--- src/rtl/pclb_ram.sv ---
module pclb_ram #(
    parameter int WIDTH = 8,
    parameter int DEPTH = 16
) (
    input  logic                     aclk,
    input  logic                     wr_en,
    input  logic [$clog2(DEPTH)-1:0] wr_addr,
    input  logic [WIDTH-1:0]         wr_data,
    input  logic                     rd_en,
    input  logic [$clog2(DEPTH)-1:0] rd_addr,
    output logic [WIDTH-1:0]         rd_data
);

    logic [WIDTH-1:0] mem [DEPTH];

    // One write port and one registered read port.
    always_ff @(posedge aclk) begin
        if (wr_en) begin
            mem[wr_addr] <= wr_data;
        end
        if (rd_en) begin
            rd_data <= mem[rd_addr];
        end
    end

endmodule

--- config.mk ---
export PLATFORM = sky130hd
export DESIGN_NAME = pclb_ram
export DESIGN_NICKNAME = d
export VERILOG_FILES = /design/src/rtl/pclb_ram.sv
export SDC_FILE = /design/constraint.sdc
export NUM_CORES = 1
export LEC_CHECK = 0
export BUFFER_PORTS_ARGS = -buffer_cell sky130_fd_sc_hd__buf_4
export CAP_MARGIN = 10
export CORE_MARGIN = 10
export CORE_UTILIZATION = 45
export CTS_BUF_LIST = sky130_fd_sc_hd__clkbuf_16
export DETAILED_ROUTE_END_ITERATION = 16
export PLACE_DENSITY = 0.69
export SLEW_MARGIN = 0
export SYNTH_ARGS = -nofsm -noshare
export SYNTH_HDL_FRONTEND = slang
export SYNTH_SLANG_ARGS = --single-unit
--- constraint.sdc ---
create_clock -name aclk -period 2.51 [get_ports aclk]
set_clock_uncertainty 0.15 [all_clocks]
set_input_delay 0.502 -clock aclk [delete_from_list [all_inputs] [get_ports aclk]]
set_output_delay 0.502 -clock aclk [all_outputs]
set_load 0.02 [all_outputs]
After elaboration in Yosys (flattened, before gate mapping)
Memory sizes are Yosys's and may differ from the RTL's. A register that Yosys moved wholly into a read port is not among the register bits.
Cells that the tools add are included.
{ "totals": {"register_bits": 0, "romBits": 0, "mem_count": 1, "out_inout_bits": 8, "elab_cells": 3, "ram_bits": 128, "latch_bits": 0} }
{ "classes": {"multipliers": 0, "eq_ne": 0, "reduce_logical": 0, "bitwise": 0, "div": 0, "shift": 0, "mux": 2, "order_cmp": 0, "addsub": 0} }
{ "memory_table": {"columns": ["memory", "depth", "width", "read_ports", "rd_ports_with_merged_regs", "write_ports", "line", "rtl"], "rows": [
  ["mem", 16, 8, 1, 1, 1, "14", "logic [WIDTH-1:0] mem [DEPTH];"]
]} }
{ "op_table": {"columns": ["cell", "n"], "rows": [
  ["2-to-1 mux 1 bit", 2]
]} }

Depth between registers and ports, before layout
Gate-level depths: netlist (run 1).
{ "logic_depth": {"word_depth": 2, "depth_mapped": 5, "mapped_depth_nobuf": 3} }

Worst setup path after synthesis (run 1)
OpenSTA, ideal clock, no wires.
{ "synth_path": {"path_type": "input to register", "startpoint": "input wr_addr[2]", "endpoint": "memory mem[0][0], enable pin", "setup_time_ps": 383, "n_path_buf": 0, "stages": 2, "arrival_time_ps": 1612, "path_slack_ps": 365, "cell_sequence": "or3b_2 nor3_1"} }
{ "synth_rtl": {"columns": ["item", "line", "rtl"], "rows": [
  ["start: declaration", "7", "input logic [$clog2(DEPTH)-1:0] wr_addr,"],
  ["end: declaration", "14", null]
]} }
Straight into the memory's write port.

==> impl_metrics.env, run 1 <==
export IMPL_run_status="finished, final reports clean"
export IMPL_clk_pin_slew_ps=60
export IMPL_worstSetupPathType="input port to register"
export IMPL_sw_frac_of_total=0.181
export IMPL_wl_met2_microns=4660
export IMPL_hold_viol=0
export IMPL_dieArea_sq_um=16300
export IMPL_finalCritPeriodShare=0.735
export IMPL_synth_net_count=248
export IMPL_yosys_area_share_simple=0.0314
export IMPL_crit_fanout=13
export IMPL_p_per_area_nw_per_um2=890
export IMPL_place_port_buffers=26
export IMPL_syn_inst=229
export IMPL_cts_sinks=136
export IMPL_cts_tree="built"
export IMPL_irDropWorstVdd_uv=392
export IMPL_wl_per_cell_microns=21.5
export IMPL_syn_cell_area_sq_um=5230
export IMPL_tightestPinTransition_ps=704
export IMPL_slew_violations=0
export IMPL_via_per_inst=5.50
export IMPL_synth_area_per_cell_sq_um=22.8
export IMPL_p_leak_nw=2.16
export IMPL_crit_path_end_kind="register"
export IMPL_grt_pass1_wl_microns=14900
export IMPL_synth_cell_types=18
export IMPL_combPwrFrac=0.044
export IMPL_cts_hold_repair_buffers=0
export IMPL_die_width_microns=128
export IMPL_grt_pass1_vias=2634
export IMPL_synth_top_family_by_area="multiplexers"
export IMPL_drive_gt1_frac=0.318
export IMPL_layout_cells_non_filler=439
export IMPL_cp_arrival_ps=1850
export IMPL_slew_headroom=0.529
export IMPL_yosysTopAreaCell="edfxtp_1"
export IMPL_synth_top_area_share=0.781
export IMPL_internal_power_mw=4.62
export IMPL_io_pins=27
export IMPL_critical_path_top_delay_family="multiplexers"
export IMPL_drv_cap=0
export IMPL_ys_ff_latch=136
export IMPL_placedCellCount=407
export IMPL_worstPathCellList="buf_4 > buf_4 > mux4_1 > a22oi_1 > nand2_1"
export IMPL_cts_buffers=17
export IMPL_critical_path_buf_inv_count=2
export IMPL_cts_resized=0
export IMPL_seq_area_frac_synth=0.781
export IMPL_synthAdderAreaFrac=0
export IMPL_diodes=0
export IMPL_clkPwrFrac=0.500
export IMPL_cp_common_cell="buf_4"
export IMPL_switchingPower_mw=1.02
export IMPL_post_cts_buffers=0
export IMPL_grt_overflow=0
export IMPL_synth_compound_area_frac=0.0230
export IMPL_antenna_found_initial=0
export IMPL_num_vias=2414
export IMPL_highest_layer="met4"
export IMPL_cts_root_buffer="clkbuf_16"
export IMPL_dp_hpwl_microns=6240
export IMPL_wl_met1_microns=3880
export IMPL_crit_path_max_incr_delay_ps=580
export IMPL_area_delta_synth_final_pct=21.3
export IMPL_rsz0062_at_grt="no"
export IMPL_synth_area_top_cells="edfxtp_1, mux4_2, mux4_1"
export IMPL_design_core_area_sq_um=11400
export IMPL_slowest_stage="mux4_1"
export IMPL_startpoint_type="input port"
export IMPL_grt_max_degree=33
export IMPL_drc=0
export IMPL_fin_setup_tns_ps=0
export IMPL_clockBufferDepth=2
export IMPL_die_h_microns=128
export IMPL_initial_core_util=0.458
export IMPL_worst_endpoint_required_ps=2520
export IMPL_synth_xor_area_share=0
export IMPL_totalWireLength_microns=9430
export IMPL_hp_class="input port to register"
export IMPL_synthMuxAreaShare=0.148
export IMPL_setup_viol=0
export IMPL_routed_wl_met3_microns=719
export IMPL_clk_insertion_delay_late_ps=410
export IMPL_pwr_share_seq=0.456
export IMPL_firstDrtPassIters=4
export IMPL_synth_warnings=0
export IMPL_layout_nets=302
export IMPL_fmax_ghz=0.542
export IMPL_ant_nets=0
export IMPL_layout_min_cycle_time_ps=1850
export IMPL_gp_congestion=0.691
export IMPL_h_tree_depth=4
export IMPL_fp_row_count=39
export IMPL_initialDrtViolationCount=191
export IMPL_grt_usage=0.123
## stage by stage
| stage | utilization | power (mW) | worst slack (ps) | hold slack [ps] | area (sq um) |
|---|---|---|---|---|---|
| after floorplan | - | 2.76 | 365 | 451 | 5230 |
| after global placement | 0.496 | 2.86 | 284 | 583 | 5660 |
| after detailed placement | 0.496 | 2.87 | 260 | 598 | 5660 |
| after CTS | 0.555 | 5.69 | 684 | 226 | 6340 |
| after global routing | 0.555 | 5.82 | 555 | 231 | 6340 |
| final | 0.555 | 5.64 | 665 | 243 | 6340 |
## synthesized netlist by cell type
master and n:
nand2_1 9, mux4_1 14, buf_6 3, a22oi_1 16
and2_1 1, clkdlybuf4s25_2 3, mux4_2 18, buf_4 1
buf_2 3, nand2b_1 2, edfxtp_1 136, nor2b_1 1
nor2_1 13, and2b_1 1, or3b_2 1, nand3_1 1
nand3b_1 2, nor3_1 4
## worst reg2reg max path: cells and delay by family, from the launching register on
kind | cells | cell delay (ps)
multiplexers | 1 | 470
AO/OA/AOI/OAI | 1 | 280
AND/OR/NAND/NOR | 1 | 140
flip-flops | 1 | 370
## cell families after synthesis
group                  after synthesis
muxes                               32
buffers and inverters               10
DFF                                136
AOI/OAI and AO/OA                   16
and+or+nand+nor                     35
## metal layers
layer  vias to the layer above  track usage
li1                       1087            -
met1                      1229        0.156
met2                        87        0.186
met3                        11       0.0480
met4                         0       0.0523
met5                         -            0
## sequential cells by signal, indices dropped and copies added, names as in the netlist
register,count
mem,128
rd_data,8
## power groups by stage
stage | clock, mW | combinational, mW | sequential (mW)
final | 2.82 | 0.249 | 2.57
after detailed placement | 0 | 0.253 | 2.62
after CTS | 2.86 | 0.254 | 2.57
after floorplan | 0 | 0.129 | 2.63
after global routing | 2.97 | 0.270 | 2.58
after global placement | 0 | 0.247 | 2.62
## worst paths after layout
kind	startpoint	end	slack (ps)	cells after the start
hold reg to reg	mem[6][4]$_DFFE_PP_	rd_data[4]$_DFFE_PP_	610	3
hold / removal	rd_en	rd_data[1]$_DFFE_PP_	240	1
setup reg to reg	mem[3][6]$_DFFE_PP_	rd_data[6]$_DFFE_PP_	830	3
setup / recovery	rd_addr[0]	rd_data[1]$_DFFE_PP_	660	5
## cell usage in the layout (no fill, tap or decap), types with 3 or more instances in the layout
| cell type | Yosys | layout |
|---|---|---|
| buf_4 | 1 | 45 |
| bufinv_16 | 0 | 7 |
| mux4_1 | 14 | 14 |
| mux4_2 | 18 | 18 |
| edfxtp_1 | 136 | 136 |
| nor3_1 | 4 | 4 |
| a22oi_1 | 16 | 16 |
| clkbuf_16 | 0 | 17 |
| nor2_1 | 13 | 13 |
| clkinv_2 | 0 | 3 |
| nand2_1 | 9 | 9 |
## cell type report
cell class                      instances  area (sq um)
Sequential cell                       136          4080
Tap cell                              143           179
Multi-Input combinational cell         83          1060
Clock buffer                           17           425
Fill cell                             858          5080
Timing Repair Buffer                   45           338
Clock inverter                         15           256
(Power assumes the default switching activity.)
==> run 2, diff against run 1 <==
--- a/config.mk
+++ b/config.mk
@@ -11,7 +11,7 @@
 export CORE_UTILIZATION = 45
 export CTS_BUF_LIST = sky130_fd_sc_hd__clkbuf_16
 export DETAILED_ROUTE_END_ITERATION = 16
-export PLACE_DENSITY = 0.69
+export PLACE_DENSITY = 0.71
 export SLEW_MARGIN = 0
 export SYNTH_ARGS = -nofsm -noshare
 export SYNTH_HDL_FRONTEND = slang
==> constraint.sdc (replaced) <==
create_clock -name aclk -period 1.65 [get_ports aclk]
set_clock_uncertainty 0.15 [all_clocks]
set_input_delay 0.33 -clock aclk [delete_from_list [all_inputs] [get_ports aclk]]
set_output_delay 0.33 -clock aclk [all_outputs]
set_load 0.02 [all_outputs]
==> run 2 against run 1 <==
Die area stayed put. Critical path depth is 2 lower. Largest power group unchanged. Design area is 1.6% higher. Routed wire length is 9.8% higher. Flip-flop and latch count stayed put. Count of clock-buffer cells in the layout stayed put. First-iteration DRC count is 13% higher. Via count is 3.4% higher. Critical path type is now register to register.
==> impl_metrics.env, run 2 (synthesis results as in run 1) <==
export IMPL_run_status="finished, final reports clean"
export IMPL_num_vias=2497
export IMPL_dieArea_sq_um=16300
export IMPL_rsz0062_at_grt="no"
export IMPL_combPwrFrac=0.052
export IMPL_irDropWorstVdd_uv=865
export IMPL_via_per_inst=5.55
export IMPL_finalCritPeriodShare=0.962
export IMPL_rr_endpoint="rd_data[5]$_DFFE_PP_"
export IMPL_die_width_microns=128
export IMPL_worstSetupPathType="register to register"
export IMPL_switchingPower_mw=1.58
export IMPL_grt_use_met1=0.178
export IMPL_grt_usage=0.137
export IMPL_use_met3=0.0529
export IMPL_antenna_found_initial=0
export IMPL_cp_arrival_ps=1590
export IMPL_stdcell_area_sq_um=6440
export IMPL_clk_pin_slew_ps=60
export IMPL_hold_end="rd_data[1]$_DFFE_PP_"
export IMPL_place_area_sq_um=5760
export IMPL_hold_viol=0
export IMPL_hold_path_depth=1
export IMPL_cts_sinks=136
export IMPL_drv_cap=0
export IMPL_clockBufferDepth=2
export IMPL_post_cts_buffers=0
export IMPL_ff2ff_setup_slack_ps=60
export IMPL_place_port_buffers=26
export IMPL_internal_power_mw=6.91
export IMPL_slowest_stage="mux4_2"
export IMPL_tightestPinTransition_ps=776
export IMPL_area_delta_synth_final_pct=23.2
export IMPL_fp_row_count=39
export IMPL_setup_viol=0
export IMPL_worstReg2RegStart="mem[11][5]$_DFFE_PP_"
export IMPL_slew_violations=0
export IMPL_multi_input_area_sq_um=1050
export IMPL_top_register="mem"
export IMPL_firstDrtPassIters=4
export IMPL_initialDrtViolationCount=216
export IMPL_worstPathCellList="mux4_2 > a22oi_1 > nand2_1"
export IMPL_sw_frac_of_total=0.186
export IMPL_crit_fanout=1
export IMPL_totalWireLength_microns=10400
export IMPL_diodes=0
export IMPL_cts_buffers=17
export IMPL_wl_per_cell_microns=23.0
export IMPL_layout_common_cells="edfxtp_1, buf_4, mux4_2, clkbuf_16, nor2_1"
export IMPL_hold_start="rd_en"
export IMPL_fmax_ghz=0.630
export IMPL_cts_hold_repair_buffers=0
export IMPL_drive_gt1_frac=0.407
export IMPL_layout_commonest_cell="edfxtp_1"
export IMPL_cts_root_buffer="clkbuf_16"
export IMPL_h_tree_depth=4
export IMPL_grt_max_degree=17
export IMPL_reg2reg_depth=3
export IMPL_p_leak_nw=2.18
export IMPL_ant_nets=0
export IMPL_slew_headroom=0.482
export IMPL_hp_class="input port to register"
export IMPL_design_core_area_sq_um=11400
export IMPL_worst_endpoint_required_ps=1650
export IMPL_layout_nets=313
export IMPL_dp_hpwl_microns=6700
export IMPL_crit_path_end_kind="register"
export IMPL_grt_most_used_layer="met2"
export IMPL_crit_path_max_incr_delay_ps=480
export IMPL_post_route_util=0.564
export IMPL_fillCellCount=860
export IMPL_initial_core_util=0.458
export IMPL_p_per_area_nw_per_um2=1320
export IMPL_drc=0
export IMPL_fin_setup_tns_ps=0
export IMPL_pwr_share_seq=0.461
export IMPL_register_area_sq_um=4080
export IMPL_cts_resized=0
export IMPL_die_h_microns=128
export IMPL_grt_pass1_wl_microns=16400
export IMPL_startpoint_type="register"
export IMPL_gp_congestion=0.741
export IMPL_cts_tree="built"
export IMPL_p_total_mw=8.50
export IMPL_grt_pass1_vias=2682
export IMPL_layout_min_cycle_time_ps=1590
export IMPL_reg_top3="mem (128), rd_data (8)"
export IMPL_io_pins=27
export IMPL_grt_overflow=0
export IMPL_largest_register_ff_count=128
export IMPL_clk_insertion_delay_late_ps=410
export IMPL_use_met2=0.206
export IMPL_clkPwrFrac=0.487
-- run 2: worst max-delay path, delay by kind of cell, from the launching register on --
| family | cells | cell delay, ps |
|---|---|---|
| AOI/OAI and AO/OA | 1 | 250 |
| DFF | 1 | 350 |
| and+or+nand+nor | 1 | 100 |
| muxes | 1 | 480 |
-- run 2: cell type report --
| cell class | count | share of cell area |
|---|---|---|
| tap | 143 | 0.0278 |
| multi-input combinational | 83 | 0.163 |
| clock inverter | 15 | 0.0363 |
| clock buffer | 17 | 0.0660 |
| sequential | 136 | 0.634 |
| timing repair buffer | 56 | 0.0730 |
-- run 2: per-layer routing --
metal  vias up  part of all wire
li1       1102                 -
met1      1278              0.41
met2       104              0.48
met3        13             0.091
met4         0             0.014
met5         -                 0
-- run 2: how the worst max path moves through the flow --
stage	slack (ps)	from	cells past startpoint	endpoint
final	60	mem[11][5]$_DFFE_PP_	3	rd_data[5]$_DFFE_PP_
after detailed placement	-330	rd_addr[0]	5	rd_data[0]$_DFFE_PP_
after floorplan	-100	wr_addr[2]	2	mem[3][0]$_DFFE_PP_
after global routing	2	mem[15][2]$_DFFE_PP_	3	rd_data[2]$_DFFE_PP_
after global placement	-280	rd_addr[0]	5	rd_data[4]$_DFFE_PP_
after CTS	6	mem[10][4]$_DFFE_PP_	3	rd_data[4]$_DFFE_PP_
-- run 2: power by group through the flow --
stage	Sequential, mW	Combinational, mW	Clock [mW]
2_1_floorplan	4.00	0.215	0
3_3_place_gp	3.98	0.425	0
6_report	3.92	0.439	4.14
4_1_cts	3.92	0.439	4.20
3_5_place_dp	3.99	0.435	0
5_1_grt	3.92	0.479	4.37
-- run 2: metrics by stage --
stage	hold slack [ps]	worst slack (ps)	cells
6_report	65.3	61.9	450
5_1_grt	61.3	1.69	450
4_1_cts	49.0	5.55	450
3_5_place_dp	486	-326	418
3_3_place_gp	484	-283	418
2_1_floorplan	279	-96.1	229
==> run 3, diff against run 2 <==
--- a/config.mk
+++ b/config.mk
@@ -7,6 +7,7 @@
 export LEC_CHECK = 0
 export BUFFER_PORTS_ARGS = -buffer_cell sky130_fd_sc_hd__buf_4
 export CAP_MARGIN = 10
+export CORE_ASPECT_RATIO = 1.75
 export CORE_MARGIN = 10
 export CORE_UTILIZATION = 45
 export CTS_BUF_LIST = sky130_fd_sc_hd__clkbuf_16
==> run 3 against run 2 <==
Die area up 1.0%. Largest cell class unchanged. Worst setup slack better by 21 ps. Count of clock-buffer cells in the layout unchanged. Critical path type unchanged.
==> impl_metrics.env, run 3 (synthesis results as in run 1) <==
export IMPL_run_status="finished, final reports clean"
export IMPL_place_port_buffers=26
export IMPL_clockBufferDepth=2
export IMPL_hp_class="input port to register"
export IMPL_irDropWorstVdd_uv=806
export IMPL_post_route_util=0.560
export IMPL_initial_core_util=0.457
export IMPL_grt_pass1_vias=2764
export IMPL_cts_tree="built"
export IMPL_dp_hpwl_microns=7160
export IMPL_layout_nets=324
export IMPL_grt_usage=0.128
export IMPL_startpoint_type="register"
export IMPL_worst_endpoint_required_ps=1650
export IMPL_cts_root_buffer="clkbuf_16"
export IMPL_fp_row_count=52
export IMPL_clkPwrFrac=0.463
export IMPL_place_area_sq_um=5800
export IMPL_layout_min_cycle_time_ps=1570
export IMPL_design_core_area_sq_um=11500
export IMPL_clk_pin_slew_ps=60
export IMPL_crit_fanout=1
export IMPL_drv_cap=0
export IMPL_grt_max_degree=17
export IMPL_crit_path_end_kind="register"
export IMPL_wl_met1_microns=3530
export IMPL_clk_insertion_delay_late_ps=410
export IMPL_routed_wl_met3_microns=450
export IMPL_tightestPinTransition_ps=792
export IMPL_internal_power_mw=6.58
export IMPL_rsz0062_at_grt="no"
export IMPL_setup_viol=0
export IMPL_grt_pass1_wl_microns=15400
export IMPL_pwr_share_seq=0.484
export IMPL_area_delta_synth_final_pct=22.6
export IMPL_initialDrtViolationCount=143
export IMPL_fin_setup_tns_ps=0
export IMPL_largest_register_ff_count=128
export IMPL_wl_per_cell_microns=22.0
export IMPL_die_h_microns=163
export IMPL_fmax_ghz=0.638
export IMPL_slew_violations=0
export IMPL_cts_sinks=136
export IMPL_top_register="mem"
export IMPL_p_per_area_nw_per_um2=1260
export IMPL_diodes=0
export IMPL_antenna_found_initial=0
export IMPL_worstSetupPathType="register to register"
export IMPL_p_total_mw=8.10
export IMPL_cts_buffers=17
export IMPL_via_per_inst=5.43
export IMPL_layout_common_cells="edfxtp_1, buf_4, mux4_2, clkbuf_16, a22oi_1"
export IMPL_switchingPower_mw=1.52
export IMPL_slew_headroom=0.470
export IMPL_ant_nets=0
export IMPL_hold_viol=0
export IMPL_drc=0
export IMPL_sw_frac_of_total=0.188
export IMPL_p_leak_nw=2.20
export IMPL_setup_slack_ps=82.4
export IMPL_wl_met2_microns=5810
export IMPL_combPwrFrac=0.053
export IMPL_h_tree_depth=4
export IMPL_post_cts_buffers=0
export IMPL_dieArea_sq_um=16500
export IMPL_drive_gt1_frac=0.406
export IMPL_cp_arrival_ps=1570
export IMPL_grt_overflow=0
export IMPL_layout_commonest_cell="edfxtp_1"
export IMPL_totalWireLength_microns=9970
export IMPL_gp_congestion=0.792
export IMPL_die_width_microns=101
export IMPL_dp_slack_ps=-305
export IMPL_reg_top3="mem (128), rd_data (8)"
export IMPL_firstDrtPassIters=4
export IMPL_stdcell_area_sq_um=6410
export IMPL_io_pins=27
export IMPL_finalCritPeriodShare=0.950
export IMPL_num_vias=2459
export IMPL_highest_layer="met4"
-- run 3: metal layers --
layer	vias up	GRT usage
met3	15	0.0361
li1	1122	-
met4	0	0.0617
met5	-	0
met2	67	0.231
met1	1255	0.131
-- run 3: what timing repair did --
action | in CTS | in global routing
hold buffers | 0 | 0
setup endpoints to repair | 0 | 2
gates resized for setup | 0 | 2
-- run 3: worst paths after layout --
check / from / to / cells after the start / slack, ps
min reg2reg: mem[14][2]$_DFFE_PP_ / rd_data[2]$_DFFE_PP_ / 3 / 610
max: mem[3][7]$_DFFE_PP_ / rd_data[7]$_DFFE_PP_ / 3 / 80
max reg2reg: mem[3][7]$_DFFE_PP_ / rd_data[7]$_DFFE_PP_ / 3 / 80
min: rd_en / rd_data[3]$_DFFE_PP_ / 1 / 70
-- run 3: final cells by class --
class / count / area (sq um)
timing repair buffer: 67 / 528
clock inverter: 15 / 169
sequential: 136 / 4080
clock buffer: 17 / 425
multi-input combinational: 83 / 1030
tap: 135 / 169
fill: 838 / 5040
-- run 3: through the flow --
stage / cells / hold WS (ps)
final: 453 / 65.8
after global routing: 453 / 67.5
after CTS: 453 / 59.1
after detailed placement: 421 / 491
after global placement: 421 / 471
after floorplan: 229 / 279
-- run 3: power groups by stage --
stage | clock (mW) | sequential [mW] | combinational [mW]
finish | 3.75 | 3.92 | 0.429
global route | 3.94 | 3.92 | 0.467
CTS | 3.79 | 3.92 | 0.433
detailed placement | 0 | 3.99 | 0.430
global placement | 0 | 3.98 | 0.418
floorplan | 0 | 4.00 | 0.215
-- run 3: worst max-delay path, cell delays in order (launching register included) --
cell and delay (ps):
edfxtp_1 350, mux4_2 490, a22oi_2 220, nand2_1 110
