`config.mk`:
```
export PLATFORM = sky130hd
export DESIGN_NAME = pclb_axis
export DESIGN_NICKNAME = d
export VERILOG_FILES = /design/src/rtl/pclb_pkg.sv /design/src/rtl/pclb_axis.sv
export SDC_FILE = /design/constraint.sdc
export NUM_CORES = 1
export LEC_CHECK = 0
export ABC_AREA = 1
export BUFFER_PORTS_ARGS = -buffer_cell sky130_fd_sc_hd__buf_2
export CORE_MARGIN = 2
export CORE_UTILIZATION = 50
export DETAILED_ROUTE_END_ITERATION = 8
export PLACE_DENSITY = 0.7
export SYNTH_ARGS = -nofsm -noshare
export SYNTH_HDL_FRONTEND = slang
export SYNTH_SLANG_ARGS = --single-unit
```
`constraint.sdc`:
```
create_clock -name aclk -period 3.9 [get_ports aclk]
set_input_delay 0.195 -clock aclk [delete_from_list [all_inputs] [get_ports aclk]]
set_output_delay 0.195 -clock aclk [all_outputs]
set_load 0.01 [all_outputs]
```
`src/rtl/pclb_pkg.sv`:
```
package pclb_pkg;

    // Sizes of the grid and of the particle store
    localparam int MAX_SIDE      = 16;
    localparam int MAX_PARTICLES = 1024;
    localparam int CELL_DEPTH    = MAX_SIDE * MAX_SIDE * MAX_SIDE;

    // Field and register widths
    localparam int POS_W   = 32;
    localparam int BOX_W   = 31;
    localparam int SIDE_W  = $clog2(MAX_SIDE + 1);
    localparam int COORD_W = $clog2(MAX_SIDE);
    localparam int NSQ_W   = $clog2(MAX_SIDE * MAX_SIDE + 1);
    localparam int CELL_W  = $clog2(CELL_DEPTH);
    localparam int PART_W  = $clog2(MAX_PARTICLES);
    localparam int CNT_W   = PART_W + 1;
    localparam int HEAD_W  = PART_W + 1;
    localparam int PROD_W  = BOX_W + SIDE_W;
    localparam int STEP_W  = $clog2(POS_W);
    localparam int CFG_W   = BOX_W;
    localparam int IDX_W   = 1;

    // Output field widths fixed by the interface
    localparam int PIDX_OUT_W = 10;
    localparam int CELL_OUT_W = 12;

    // Register reset values
    localparam logic [BOX_W-1:0]  BOX_RESET   = BOX_W'(1048576);
    localparam logic [SIDE_W-1:0] CELLS_RESET = SIDE_W'(4);

    // Register indexes on the configuration port
    localparam logic [IDX_W-1:0] REG_BOX_SIZE       = 1'b0;
    localparam logic [IDX_W-1:0] REG_CELLS_PER_SIDE = 1'b1;

    // Input item kinds
    localparam logic MODE_START  = 1'b0;
    localparam logic MODE_INSERT = 1'b1;

    // Sequencer of the top level
    typedef enum logic [2:0] {
        ST_CLEAR,
        ST_IDLE,
        ST_BIN,
        ST_READ,
        ST_WRITE
    } top_state_t;

    // Sequencer of one axis unit
    typedef enum logic [2:0] {
        AX_IDLE,
        AX_MOD,
        AX_FIX,
        AX_MUL,
        AX_SCALE,
        AX_DONE
    } axis_state_t;

    // Status and result of one axis unit
    typedef struct packed {
        logic               done;
        logic [BOX_W-1:0]   wrapped;
        logic [COORD_W-1:0] coord;
    } axis_res_t;

endpackage

```
`src/rtl/pclb_axis.sv`:
```
module pclb_axis (
    input  logic                              aclk,
    input  logic                              aresetn,
    input  logic                              start,
    input  logic signed [pclb_pkg::POS_W-1:0] pos,
    input  logic [pclb_pkg::BOX_W-1:0]        box,
    input  logic [pclb_pkg::SIDE_W-1:0]       nsat,
    output pclb_pkg::axis_res_t               res
);

    pclb_pkg::axis_state_t state_reg, state_next;

    logic [pclb_pkg::STEP_W-1:0]  cnt_reg;
    logic [pclb_pkg::POS_W-1:0]   dvd_reg;
    logic [pclb_pkg::BOX_W-1:0]   rem_reg;
    logic [pclb_pkg::BOX_W-1:0]   w_reg;
    logic [pclb_pkg::COORD_W-1:0] q_reg;
    logic                         neg_reg;

    logic [pclb_pkg::BOX_W:0]      trial;
    logic                          ge;
    logic [pclb_pkg::BOX_W-1:0]    rem_next;
    logic [pclb_pkg::BOX_W-1:0]    w_next;
    logic [pclb_pkg::PROD_W-1:0]   prod;
    logic [pclb_pkg::POS_W-1:0]    mag;
    logic                          box_zero;

    assign box_zero = (box == '0);

    // One restoring step: shift in the next dividend bit, subtract the box if it fits.
    assign trial    = {rem_reg, dvd_reg[pclb_pkg::POS_W-1]};
    assign ge       = (trial >= {1'b0, box});
    assign rem_next = ge ? pclb_pkg::BOX_W'(trial - {1'b0, box})
                         : trial[pclb_pkg::BOX_W-1:0];

    // Magnitude of the signed position; the most negative value maps to 2^31.
    assign mag = pos[pclb_pkg::POS_W-1] ? pclb_pkg::POS_W'(-pos) : pclb_pkg::POS_W'(pos);

    // A negative position with a nonzero remainder folds to box minus remainder.
    always_comb begin
        if (box_zero) begin
            w_next = '0;
        end else if (neg_reg && (rem_reg != '0)) begin
            w_next = box - rem_reg;
        end else begin
            w_next = rem_reg;
        end
    end

    assign prod = pclb_pkg::PROD_W'(w_reg) * pclb_pkg::PROD_W'(nsat);

    // Next state
    always_comb begin
        state_next = state_reg;
        case (state_reg)
            pclb_pkg::AX_IDLE:  if (start) state_next = pclb_pkg::AX_MOD;
            pclb_pkg::AX_MOD:   if (cnt_reg == '0) state_next = pclb_pkg::AX_FIX;
            pclb_pkg::AX_FIX:   state_next = pclb_pkg::AX_MUL;
            pclb_pkg::AX_MUL:   state_next = pclb_pkg::AX_SCALE;
            pclb_pkg::AX_SCALE: if (cnt_reg == '0) state_next = pclb_pkg::AX_DONE;
            pclb_pkg::AX_DONE:  state_next = pclb_pkg::AX_IDLE;
            default:            state_next = pclb_pkg::AX_IDLE;
        endcase
    end

    // Outputs; the results hold until the next start.
    always_comb begin
        res.done    = (state_reg == pclb_pkg::AX_DONE);
        res.wrapped = w_reg;
        res.coord   = box_zero ? '0 : q_reg;
    end

    always_ff @(posedge aclk) begin
        if (!aresetn) begin
            state_reg <= pclb_pkg::AX_IDLE;
        end else begin
            state_reg <= state_next;
        end
    end

    // Datapath: the remainder loop, the fold, and the short scaling divide.
    always_ff @(posedge aclk) begin
        case (state_reg)
            pclb_pkg::AX_IDLE: begin
                if (start) begin
                    neg_reg <= pos[pclb_pkg::POS_W-1];
                    dvd_reg <= mag;
                    rem_reg <= '0;
                    cnt_reg <= pclb_pkg::STEP_W'(pclb_pkg::POS_W - 1);
                end
            end
            pclb_pkg::AX_MOD: begin
                rem_reg <= rem_next;
                dvd_reg <= {dvd_reg[pclb_pkg::POS_W-2:0], 1'b0};
                cnt_reg <= cnt_reg - 1'b1;
            end
            pclb_pkg::AX_FIX: begin
                w_reg <= w_next;
            end
            pclb_pkg::AX_MUL: begin
                // The quotient stays below 2^COORD_W, so the upper product bits
                // already form a partial remainder below the box.
                rem_reg <= prod[pclb_pkg::COORD_W +: pclb_pkg::BOX_W];
                dvd_reg <= {prod[pclb_pkg::COORD_W-1:0],
                            {(pclb_pkg::POS_W - pclb_pkg::COORD_W){1'b0}}};
                q_reg   <= '0;
                cnt_reg <= pclb_pkg::STEP_W'(pclb_pkg::COORD_W - 1);
            end
            pclb_pkg::AX_SCALE: begin
                rem_reg <= rem_next;
                dvd_reg <= {dvd_reg[pclb_pkg::POS_W-2:0], 1'b0};
                q_reg   <= {q_reg[pclb_pkg::COORD_W-2:0], ge};
                cnt_reg <= cnt_reg - 1'b1;
            end
            default: begin
            end
        endcase
    end

endmodule

```
Word level (Yosys, flattened, before mapping) --
Cells that the tools add are included.
Word-level totals: register bits 107, output and inout port bits 36, logic and storage cells 47, bits of input ports 71
Operators by class: equality and inequality tests 8, order comparisons 1, reductions and logical operators 11, multiplexer cells 15, add/subtract/negate cells 4, $mul 1
Operators with widths (count):
- $pmux 32 s3 | 1
- $mux 31 | 3
- $pmux 31 s3 | 1
- $mux 32 | 2
- $sub 31x31->31 | 2
- $mul 31x5->35 | 1
- $ge 32x31->1 | 1
- $neg 32->32 | 1
- $logic_not 31->1 | 1
- $reduce_bool 31->1 | 1
- $pmux 3 s5 | 1
- $pmux 5 s3 | 1
- $mux 3 | 3
- $pmux 4 s2 | 1
- $eq 3x2->1 const B | 2
- $eq 3x3->1 const B | 2
- $ne 2x2->1 const B | 3
- $logic_not 5->1 | 1
- $mux 5 | 1
- $sub 5x1->5 const B | 1
- $mux 4 | 1
- $reduce_and 2->1 | 2
- $eq 3x1->1 const B | 1
- $logic_not 3->1 | 1
- 5 further kinds | 5

Depth between registers and ports, before layout --
Gate-level depths: netlist of the first run.
depth in word-level cells 4, mapped depth 20, depth with buffers taken out 19

Worst setup path after synthesis of the first run --
OpenSTA, ideal clock, no wires.
path kind register -> register, start point reg w_reg[2] in the netlist's numbering, end point reg rem_reg[13] in the netlist's numbering, data pin, cell stages (with the launch flop) 18, setup slack 0.101 ns, setup time 0.253 ns, data arrival time 3.546 ns, buffers on the path 0, data required time 3.647 ns, clock period less this slack 3.799 ns, cells stage by stage edfxtp_1 > nand2_1 > inv_1 > fa_1 > fa_1 > inv_1 > fa_1 > inv_1 > ha_1 > a21oi_1 > inv_1 > nand2_1 > nand3_1 > nand2_1 > nand2_1 > or2_2 > nand3_1 > nand2_1
On the way: longest elaborated chain between the ends 2
RTL lines:
- from (decl) | line pclb_axis.sv:16 | logic [pclb_pkg::BOX_W-1:0] w_reg;
- from (signal assigned) | line pclb_axis.sv:98 | w_reg <= w_next;
- $mul 31x5->35 | line pclb_axis.sv:50 | assign prod = pclb_pkg::PROD_W'(w_reg) * pclb_pkg::PROD_W'(nsat);
- $pmux 31 s3 | line pclb_axis.sv:83 | case (state_reg)
- to (signal assigned) | line pclb_axis.sv:93 | rem_reg <= rem_next;
- to (signal assigned) | line pclb_axis.sv:103 | rem_reg <= prod[pclb_pkg::COORD_W +: pclb_pkg::BOX_W];
- to (signal assigned) | line pclb_axis.sv:110 | rem_reg <= rem_next;
- to (decl) | line pclb_axis.sv:15 | logic [pclb_pkg::BOX_W-1:0] rem_reg;
No other way between the ends. A chain may end at the register's enable or synchronous reset.

Worst setup path after layout of the first run --
start point reg w_reg[2] in the netlist's numbering, end point reg rem_reg[15] in the netlist's numbering, data pin
The elaborated chain is that of the path after synthesis.

==> results.md, run 1 <==
Synth:
- Of the synthesized area, sequential elements account for 0.193.
- The combined area of all synthesized cells is about 17000 sq um.
- The synthesized area per cell is approximately 6.2 sq um.
- By area the synthesized netlist is led by sky130_fd_sc_hd__nand2_1 (19%), sky130_fd_sc_hd__edfxtp_1 (19%), sky130_fd_sc_hd__inv_1 (14%), sky130_fd_sc_hd__fa_1 (11%), sky130_fd_sc_hd__ha_1 (8.1%).
- The number of enable flip-flop cells after synthesis is about 100.
- The number of instances in the synthesized netlist is roughly 2700.
- The main flop type after synthesis is sky130_fd_sc_hd__edfxtp_1.
- The post-synthesis cell type with the largest combined area is sky130_fd_sc_hd__nand2_1.
- By count the netlist is led by sky130_fd_sc_hd__nand2_1 (855), sky130_fd_sc_hd__inv_1 (623), sky130_fd_sc_hd__nand3_1 (193), sky130_fd_sc_hd__nor2_1 (175), sky130_fd_sc_hd__a21oi_1 (134).
- The synthesis-stage register bit count is approximately 110.
- Of the post-synthesis cell area, the dominant cell type holds 0.194.
- Synthesis produced a netlist with a net count of approximately 2900.
- The unique cell type count in the Yosys netlist is approximately 50.
- After synthesis, the share of flip-flops with an asynchronous set or reset is 0.
- The cell with the most instances after synthesis is sky130_fd_sc_hd__nand2_1.
- For this run, the number of Yosys warnings is 0.

Setup path:
- STA classifies the critical path endpoint as a register.
- The startpoint-to-endpoint class of the critical path is register to register.
- The critical path ends at rem_reg[15].
- Tracing the worst setup path back leads to its startpoint at w_reg[2].
- STA puts the critical path data arrival time at 4.07 ns.
- The worst register-to-register path ends at rem_reg[15].
- STA puts the critical path data required time at about 4.1 ns.
- The setup check on the worst reg-to-reg path leaves a slack of -0.03 ns.
- Along the worst path, the maximum fanout reaches 4.
- The launch instance of the worst register-to-register path is w_reg[2].
- The startpoint kind of the worst setup timing path is a register.
- The number of cells on the worst reg-to-reg path is 20.

Drt:
- The post-route antenna net violation count is 0.
- Detailed routing inserted a total of 18200 vias.
- The first-pass detailed-route iteration total is 6.
- The first routing iteration left slightly above 2000 violations.
- The total wire length after detailed routing is 59.3 mm.
- The DRC violation count after routing is 0.
- After detailed routing, the number of vias per cell comes to 5.47.
- After detailed routing, the average wire length per cell comes to 17.9 microns.

Power and ir drop:
- The share of total power dissipated in sequential elements is 0.147.
- Of the total power, combinational logic draws 0.788.
- After layout, the design draws a total of roughly 16000 uW.
- The maximum vdd ir drop is 0.000405 V.
- The leakage power total is approximately 0.011 uW.
- The share of total power dissipated in the clock network is 0.065.
- The internal portion of the total power is between 7000 and 8000 uW.
- The analysis attributes to net switching a power of between 8000 and 9000 uW.
- Power spread over the standard cell area amounts to between 700 and 800 nW/um^2.
- Of the total power, the share spent switching nets is 0.549.

Run status:
- The flow ran to the end, but the final reports show violations.
- The checks that failed: negative setup slack.

Die:
- The total area inside the core boundary comes to 32500 sq um.
- The die extent in y is ~190 microns.
- The die width is between 150 and 200 microns.
- The die covers 34500 sq um.
- The top-level I/O count is between 100 and 150.
- The initial utilization of the core area, before any placement, comes to 0.507.
- After floorplanning, the core was divided into 66 placement rows.

Final layout:
- For this run, the post-layout net count is approximately 3100.
- The filler cell count in the final layout is around 3100.
- The flip-flop count of the largest register after layout is 32.
- The finished layout holds around 3300 standard cells, fillers aside.
- The share of cells above drive strength 1 is 0.193.
- The diode insertion count for antenna repair is 0.
- The share of the core filled with cells is 0.616.
- The cell area after layout is between 20000 and 25000 sq um.
- The area growth from synthesis to layout is 21.4%.

STA:
- The worst path in the final design needs a cycle of between 3 and 4 ns, including I/O delays and setup.
- At the pin with the least slew margin, the transition time is 0.874 ns.
- The final hold violation count was 0.
- Setup repair after global routing could not meet its margin everywhere.
- Measured against its own limit, the worst slew margin works out to 0.415.
- Hold timing on the final database bottoms out at a slack of a little under 0.09 ns.
- Setup violations remaining at the end of the flow were counted as 1.
- Across the routed clock network, the largest skew measured is about 0.019 ns.
- The number of pins exceeding their max-slew limit in the final report is 0.
- Timing would allow up to roughly 250 MHz.
- The portion of the clock cycle consumed by the worst path in the final layout is 1.01.
- Across all setup checks in the final design, the least slack found is -0.0260 ns.

Clocking:
- Buffers inserted to repair hold after CTS numbered 0.
- The clock passes through at most 2 buffers.
- The insertion delay to the later sink of the worst-skew pair is 0.38 ns.
- The number of sinks on the clock net is between 100 and 150.
- TritonCTS built the clock tree.
- After clock tree synthesis, the clock-pin slew on the worst setup and hold paths is roughly 0.09 ns.
- In this run the number of H-tree levels came out at 3.
- Clock tree synthesis selected as its root buffer the cell sky130_fd_sc_hd__clkbuf_16.
- Buffers inserted during clock tree synthesis total 9.

GRT:
- For this run, the total global-route usage over all layers was measured as 0.337.
- The wire length of the first global-routing pass is between 80 and 90 mm.
- The initial antenna violation count is 0.
- The busiest metal layer after global routing is met2.
- For this run the aggregate overflow at the end of global routing stands at 0.
- The met2 usage in global routing is 0.511.
- The maximum number of pins on one net before global-route repair is a little under 70.
- In the global route stage, met1 resource usage came out at 0.460.
- For met3 alone, demand over resource in global routing was 0.0540.
- The via count of the first global-routing pass came to between 15000 and 20000.

Placed design:
- Summed over all nets, the half-perimeter wirelength after detailed placement is roughly 47 mm.
- Summing all placed instances gives a cell area of 18200 sq um.
- The placer's final routability congestion estimate is a little over 1.
- The count of port buffers added during placement is between 100 and 150.
- The number of placed cells counting well taps is about 3300.

Flow run:
- The tool flagged a number of max-cap violations equal to 0.

Worst hold path:
- The worst hold path belongs to the class primary input to register.
## cells by family (layout without fill, tap and decap cells)
family / Yosys count / in the layout / share of synthesized area
and+or+nand+nor: 1365 / 1365 / 0.352
DFF: 107 / 107 / 0.193
AOI/OAI and AO/OA: 272 / 272 / 0.0879
xor gates and xnor gates: 35 / 35 / 0.0186
adders and majority gates: 195 / 195 / 0.188
buffers and inverters: 687 / 903 / 0.161
## cell type report
cell class,instances,area (sq um),area share
Tap cell,442,553,0.0276
Sequential cell,107,3180,0.159
Clock buffer,11,233,0.0116
Timing Repair Buffer,251,1700,0.0850
Clock inverter,5,68.8,0.00343
Inverter,636,2390,0.119
Multi-Input combinational cell,1867,11900,0.594
## critical path, stage by stage, from the launching register on
cell and delay [ns]:
sky130_fd_sc_hd__edfxtp_1 0.46, sky130_fd_sc_hd__buf_6 0.16, sky130_fd_sc_hd__nand2_2 0.06, sky130_fd_sc_hd__inv_2 0.04, sky130_fd_sc_hd__fa_1 0.45, sky130_fd_sc_hd__fa_1 0.51
sky130_fd_sc_hd__inv_2 0.04, sky130_fd_sc_hd__fa_1 0.54, sky130_fd_sc_hd__inv_2 0.05, sky130_fd_sc_hd__ha_4 0.29, sky130_fd_sc_hd__buf_6 0.12, sky130_fd_sc_hd__nand2_2 0.06
sky130_fd_sc_hd__buf_4 0.13, sky130_fd_sc_hd__a21oi_1 0.15, sky130_fd_sc_hd__o21ai_0 0.10, sky130_fd_sc_hd__nand2_1 0.09, sky130_fd_sc_hd__nand2_1 0.08, sky130_fd_sc_hd__nand3_1 0.07
sky130_fd_sc_hd__nand2_1 0.06, sky130_fd_sc_hd__nand3_1 0.15, sky130_fd_sc_hd__nand2_1 0.08
## cell usage in the layout (no fill, tap or decap), types with 5 or more instances in the layout
master / count
sky130_fd_sc_hd__nand3b_1: 11
sky130_fd_sc_hd__nor2_4: 17
sky130_fd_sc_hd__a21oi_1: 98
sky130_fd_sc_hd__inv_1: 590
sky130_fd_sc_hd__nor2_1: 143
sky130_fd_sc_hd__o21ai_1: 29
sky130_fd_sc_hd__a21oi_4: 12
sky130_fd_sc_hd__nor2_2: 23
sky130_fd_sc_hd__nor3_1: 24
sky130_fd_sc_hd__xor2_1: 12
sky130_fd_sc_hd__nor3_2: 6
sky130_fd_sc_hd__edfxtp_1: 104
sky130_fd_sc_hd__ha_1: 80
sky130_fd_sc_hd__buf_2: 106
sky130_fd_sc_hd__o21ai_0: 78
sky130_fd_sc_hd__nand2_2: 57
sky130_fd_sc_hd__nand4_1: 32
sky130_fd_sc_hd__nand2_4: 15
sky130_fd_sc_hd__nor3_4: 6
sky130_fd_sc_hd__inv_2: 43
sky130_fd_sc_hd__nand3_2: 24
sky130_fd_sc_hd__nand3_1: 179
sky130_fd_sc_hd__a21oi_2: 27
sky130_fd_sc_hd__or2_2: 5
sky130_fd_sc_hd__clkbuf_16: 9
sky130_fd_sc_hd__xnor2_1: 22
sky130_fd_sc_hd__nor4_1: 9
sky130_fd_sc_hd__o21bai_1: 6
sky130_fd_sc_hd__nand2_1: 791
sky130_fd_sc_hd__buf_4: 132
sky130_fd_sc_hd__nand2_8: 6
sky130_fd_sc_hd__fa_1: 85
sky130_fd_sc_hd__buf_6: 9
sky130_fd_sc_hd__ha_4: 27
## layer usage
| metal | share of wire | vias to the layer above |
|---|---|---|
| li1 | - | 8620 |
| met1 | 0.41 | 8410 |
| met2 | 0.43 | 946 |
| met3 | 0.096 | 184 |
| met5 | 0 | - |
| met4 | 0.064 | 0 |
## per-stage QoR
stage                     TNS (ns)  setup WS, ns
after floorplan                  0         0.101
after global placement       -5.39        -0.365
after detailed placement     -6.29        -0.393
after CTS                  -0.0207       -0.0141
after global routing        -0.937        -0.119
final                      -0.0260       -0.0260
## timing repair
item | 4_1_cts | 5_1_grt
setup buffers | 8 | 20
gates cloned | 0 | 0
pin swaps | 30 | 126
resized for setup | 93 | 233
setup endpoints to repair | 29 | 28
## power groups by stage
stage	Clock, uW	Sequential [uW]	Combinational (uW)
5_1_grt	1050	2350	13500
2_1_floorplan	0	2200	6600
4_1_cts	1020	2300	10600
6_report	1030	2330	12500
3_3_place_gp	0	2320	9750
3_5_place_dp	0	2330	9880
## worst min-delay path by stage
stage                        from            to  cells after the start  slack [ns]
final                     aresetn  state_reg[0]                      3        0.09
after global routing      aresetn  state_reg[0]                      3         0.1
after CTS                 aresetn  state_reg[0]                      3        0.07
after detailed placement  aresetn  state_reg[0]                      3        0.47
after global placement    aresetn  state_reg[0]                      3        0.47
after floorplan           pos[31]       neg_reg                      0        0.29
No activity file was read; power rests on OpenSTA's default activity.
==> run 2: changes to the inputs <==
- MAX_ROUTING_LAYER: default -> met4
==> run 2 against run 1 <==
  * The flow now finishes without violations
  * Highest routed layer unchanged
  * Power about the same
  * Critical path depth shrank 2
  * Routed wire length rose by 6.3%
  * Combinational power barely moved
  * Via count decreased by 0.86%
  * Flip-flop and latch count stayed put
  * Fmax rose by 1.8%
  * Critical path type unchanged
  * Global-route usage up 4.1 points
  * Core utilization is 0.18 points lower
  * Final cell count rose by 0.15%
==> results.md, run 2 (synthesis gave the netlist of run 1 again) <==
Die:
- The core area is 32500 sq um (unchanged).
- The row count is 66 (unchanged).
- The die outline area is 34500 sq um (unchanged).
- The die width is 186 microns (unchanged).
- The die extent in y is 186 microns (unchanged).
- The top-level I/O count is 107 (unchanged).
- The starting density of the core was 0.507 (unchanged).

Clocking:
- The clock root buffer is sky130_fd_sc_hd__clkbuf_16 (unchanged).
- The number of hold-repair buffers added at the cts stage is 0 (unchanged).
- The number of buffers on the longest clock path was 2 (unchanged).
- The number of sinks on the clock net was 107 (unchanged).
- The clock tree from TritonCTS was built (unchanged).
- The CTS buffer count came to 9 (unchanged).
- The insertion delay to the later sink of the worst-skew pair came to 0.38 ns (about the same).
- The clock transition at the registers of the reported paths came to 0.08 ns (was 0.09 ns).
- The maximum level of the CTS H-tree was 3 (unchanged).

Placed design:
- The count of port buffers added during placement is 106 (unchanged).
- The placer's final routability congestion estimate is 1.03 (was 1.04).
- The placed wire-length estimate is 51.1 mm (was 47.5 mm).
- The number of placed cells counting well taps is 3276 (was 3275).
- The worst slack at placement is -0.347 ns (was -0.393 ns).

Setup path:
- The startpoint kind of the worst setup timing path is a register (unchanged).
- The slowest cell on the critical path is sky130_fd_sc_hd__fa_1 (unchanged).
- The total buffers and inverters traversed by the critical path was 6 (unchanged).
- The critical path's largest stage delay is 0.56 ns (was 0.54 ns).
- The worst reg-to-reg path cell count is 18 (was 20).
- The element type at the critical path end is a register (unchanged).
- The critical path data required time is 4.04 ns (was 4.05 ns).
- Series of cell instances along the critical path: nand2_1, inv_2, fa_1, fa_1, inv_2, fa_1, inv_2, ha_4, buf_4, nand2_4, nor2_1, nor2_1, nand2_2, buf_6, a21oi_1, o21ai_1, buf_4, nand2_1 (was buf_6, nand2_2, inv_2, fa_1, fa_1, inv_2, fa_1, inv_2, ha_4, buf_6, nand2_2, buf_4, a21oi_1, o21ai_0, nand2_1, nand2_1, nand3_1, nand2_1, nand3_1, nand2_1).
- The number of stages on the worst setup path was 18 (was 20).
- The kind of cell with the highest combined delay on the critical path is adder cells (unchanged).
- The data arrival at the endpoint of the critical path is 3.99 ns (was 4.07 ns).
- The startpoint-to-endpoint class of the critical path is register to register (unchanged).
- The maximum fanout along the worst path came to 4 (unchanged).

Final layout:
- Most frequent cells in the layout: sky130_fd_sc_hd__nand2_1 (797), sky130_fd_sc_hd__inv_1 (591), sky130_fd_sc_hd__nand3_1 (181), sky130_fd_sc_hd__nor2_1 (145), sky130_fd_sc_hd__buf_4 (135) (was sky130_fd_sc_hd__nand2_1 (791), sky130_fd_sc_hd__inv_1 (590), sky130_fd_sc_hd__nand3_1 (179), sky130_fd_sc_hd__nor2_1 (143), sky130_fd_sc_hd__buf_4 (132)).
- The final net count came to 3143 (was 3138).
- The flip-flop count of the largest register after layout came to 32 (unchanged).
- The leading cell type in the layout, fill and taps excluded is sky130_fd_sc_hd__nand2_1 (unchanged).
- The diode insertion count for antenna repair is 0 (unchanged).
- The number of non-filler instances in the completed layout came to 3324 (was 3319).
- The area growth from synthesis to layout is 21.0% (was 21.4%).
- The filler cell count in the final layout is 3132 (was 3064).
- The share of cells above drive strength 1 is 0.190 (was 0.193).

STA:
- The post-route setup TNS came to 0 ns (was -0.0260 ns).
- The count of final setup violators is 0 (was 1).
- The final hold violation count is 0 (unchanged).
- The number of pins exceeding their max-slew limit in the final report came to 0 (unchanged).
- The post-layout worst setup margin is 0.0433 ns (was -0.0260 ns).
- The worst max-slew margin expressed relative to the limit is 0.512 (was 0.415).
- The post-layout minimum cycle time is 3.86 ns (was 3.93 ns).
- The portion of the clock cycle consumed by the worst path in the final layout is 0.989 (was 1.01).
- The transition time at the pin with the least slew margin came to 0.732 ns (was 0.874 ns).
- The achievable frequency is 259 MHz (was 255 MHz).
- Unrepaired setup endpoints after global routing: yes (unchanged).
- The final clock skew was 0.0217 ns (was 0.0188 ns).

Power and ir drop:
- The power dissipated by switching net loads came to 8810 uW (was 8700 uW).
- The clock network fraction of total power is 0.062 (was 0.065).
- The maximum vdd ir drop is 0.000532 V (was 0.000405 V).
- The leakage power total is 0.0112 uW (was 0.0111 uW).
- The sequential share of power is 0.148 (was 0.147).
- The internal power consumption is 7060 uW (was 7160 uW).
- The combinational cell fraction of total power is 0.790 (was 0.788).
- The power density over the cells is 794 nW/um^2 (was 792 nW/um^2).
- The net switching fraction of the power is 0.555 (was 0.549).

GRT:
- The maximum number of pins on one net before global-route repair is 44 (was 68).
- The total congestion overflow after global routing is 0 (unchanged).
- The wire length of the first global-routing pass is 95.5 mm (was 89.2 mm).
- The initial antenna violation count is 0 (unchanged).
- The global-route usage over all layers is 0.378 (was 0.337).
- The via count of the first global-routing pass came to 16700 (about the same).

Drt:
- The first-pass detailed-route iteration total is 8 (was 6).
- The average routed wire per standard cell is 18.9 microns (was 17.9 microns).
- The total wire length after detailed routing is 63.0 mm (was 59.3 mm).
- The DRC violation count after routing came to 0 (unchanged).
- The post-route antenna net violation count is 0 (unchanged).
- The number of DRC markers after the initial detailed-route iteration is 1877 (was 2031).
- The total number of vias is 18000 (was 18200).
- The average vias per placed instance is 5.42 (was 5.47).

Worst hold path:
- The worst hold-check path type is primary input to register (unchanged).
- The hold path depth is 3 (unchanged).

Run status:
- Outcome: finished, final reports clean (was complete, but fails checks).

Flow run:
- The max-cap check violation count is 0 (unchanged).
## run 2: cell types whose count changed in the layout (fill, tap and decap cells not counted), moves of 5 or more
cell,previous run,this run
sky130_fd_sc_hd__nand2_8,6,1
sky130_fd_sc_hd__nor2_2,23,18
sky130_fd_sc_hd__nand2_2,57,44
sky130_fd_sc_hd__nand2_4,15,27
sky130_fd_sc_hd__nand2_1,791,797
## run 2: final cells by class
cell class                 count  area (sq um)  share of cell area
multi-input combinational   1867         11800               0.591
timing repair buffer         256          1750              0.0875
tap                          442           553              0.0277
sequential                   107          3180               0.159
clock buffer                   9           225              0.0113
clock inverter                 7          66.3             0.00332
inverter                     636          2390               0.120
## run 2: path summary, 6_finish.rpt
kind          startpoint           end  slack, ns
min reg2reg  dvd_reg[18]   dvd_reg[19]       0.53
min              aresetn  state_reg[2]       0.09
max reg2reg     w_reg[6]    rem_reg[6]       0.04
max             w_reg[6]    rem_reg[6]       0.04
## run 2: power by group through the flow
| stage | Clock [uW] | Combinational [uW] | Sequential (uW) |
|---|---|---|---|
| floorplan | 0 | 6600 | 2200 |
| global placement | 0 | 10100 | 2340 |
| detailed placement | 0 | 10200 | 2350 |
| CTS | 986 | 11000 | 2330 |
| global route | 1020 | 13600 | 2370 |
| finish | 980 | 12500 | 2350 |
## run 2: per-stage QoR
stage	area, sq um	util	total power, uW	hold slack (ns)
3_5_place_dp	18300	0.561	12500	0.474
3_3_place_gp	18300	0.561	12500	0.466
5_1_grt	20000	0.614	17000	0.103
2_1_floorplan	16500	-	8800	0.294
4_1_cts	19200	0.589	14300	0.0796
6_report	20000	0.614	15900	0.0894
## run 2: repair_timing
item                                    4_1_cts  5_1_grt
endpoints found under the setup margin       28       29
pin swaps                                    35      165
buffers inserted                             14       21
resized for setup                           103      201
## run 2: layer usage
metal | vias to the layer above | share of wire | global-route usage | wire, microns
met2 | 820 | 0.44 | 0.567 | 27700
met3 | 128 | 0.080 | 0.0530 | 5030
met1 | 8428 | 0.43 | 0.508 | 27100
li1 | 8628 | - | - | -
met4 | 0 | 0.049 | 0.170 | 3100
met5 | - | 0 | - | 0
## run 2: worst register-to-register path, cell delays in order (launching register included)
cell and delay (ns):
sky130_fd_sc_hd__edfxtp_1 0.52, sky130_fd_sc_hd__nand2_1 0.15, sky130_fd_sc_hd__inv_2 0.04, sky130_fd_sc_hd__fa_1 0.47, sky130_fd_sc_hd__fa_1 0.56, sky130_fd_sc_hd__inv_2 0.05
sky130_fd_sc_hd__fa_1 0.52, sky130_fd_sc_hd__inv_2 0.05, sky130_fd_sc_hd__ha_4 0.28, sky130_fd_sc_hd__buf_4 0.12, sky130_fd_sc_hd__nand2_4 0.06, sky130_fd_sc_hd__nor2_1 0.12
sky130_fd_sc_hd__nor2_1 0.06, sky130_fd_sc_hd__nand2_2 0.13, sky130_fd_sc_hd__buf_6 0.12, sky130_fd_sc_hd__a21oi_1 0.05, sky130_fd_sc_hd__o21ai_1 0.15, sky130_fd_sc_hd__buf_4 0.16
sky130_fd_sc_hd__nand2_1 0.04
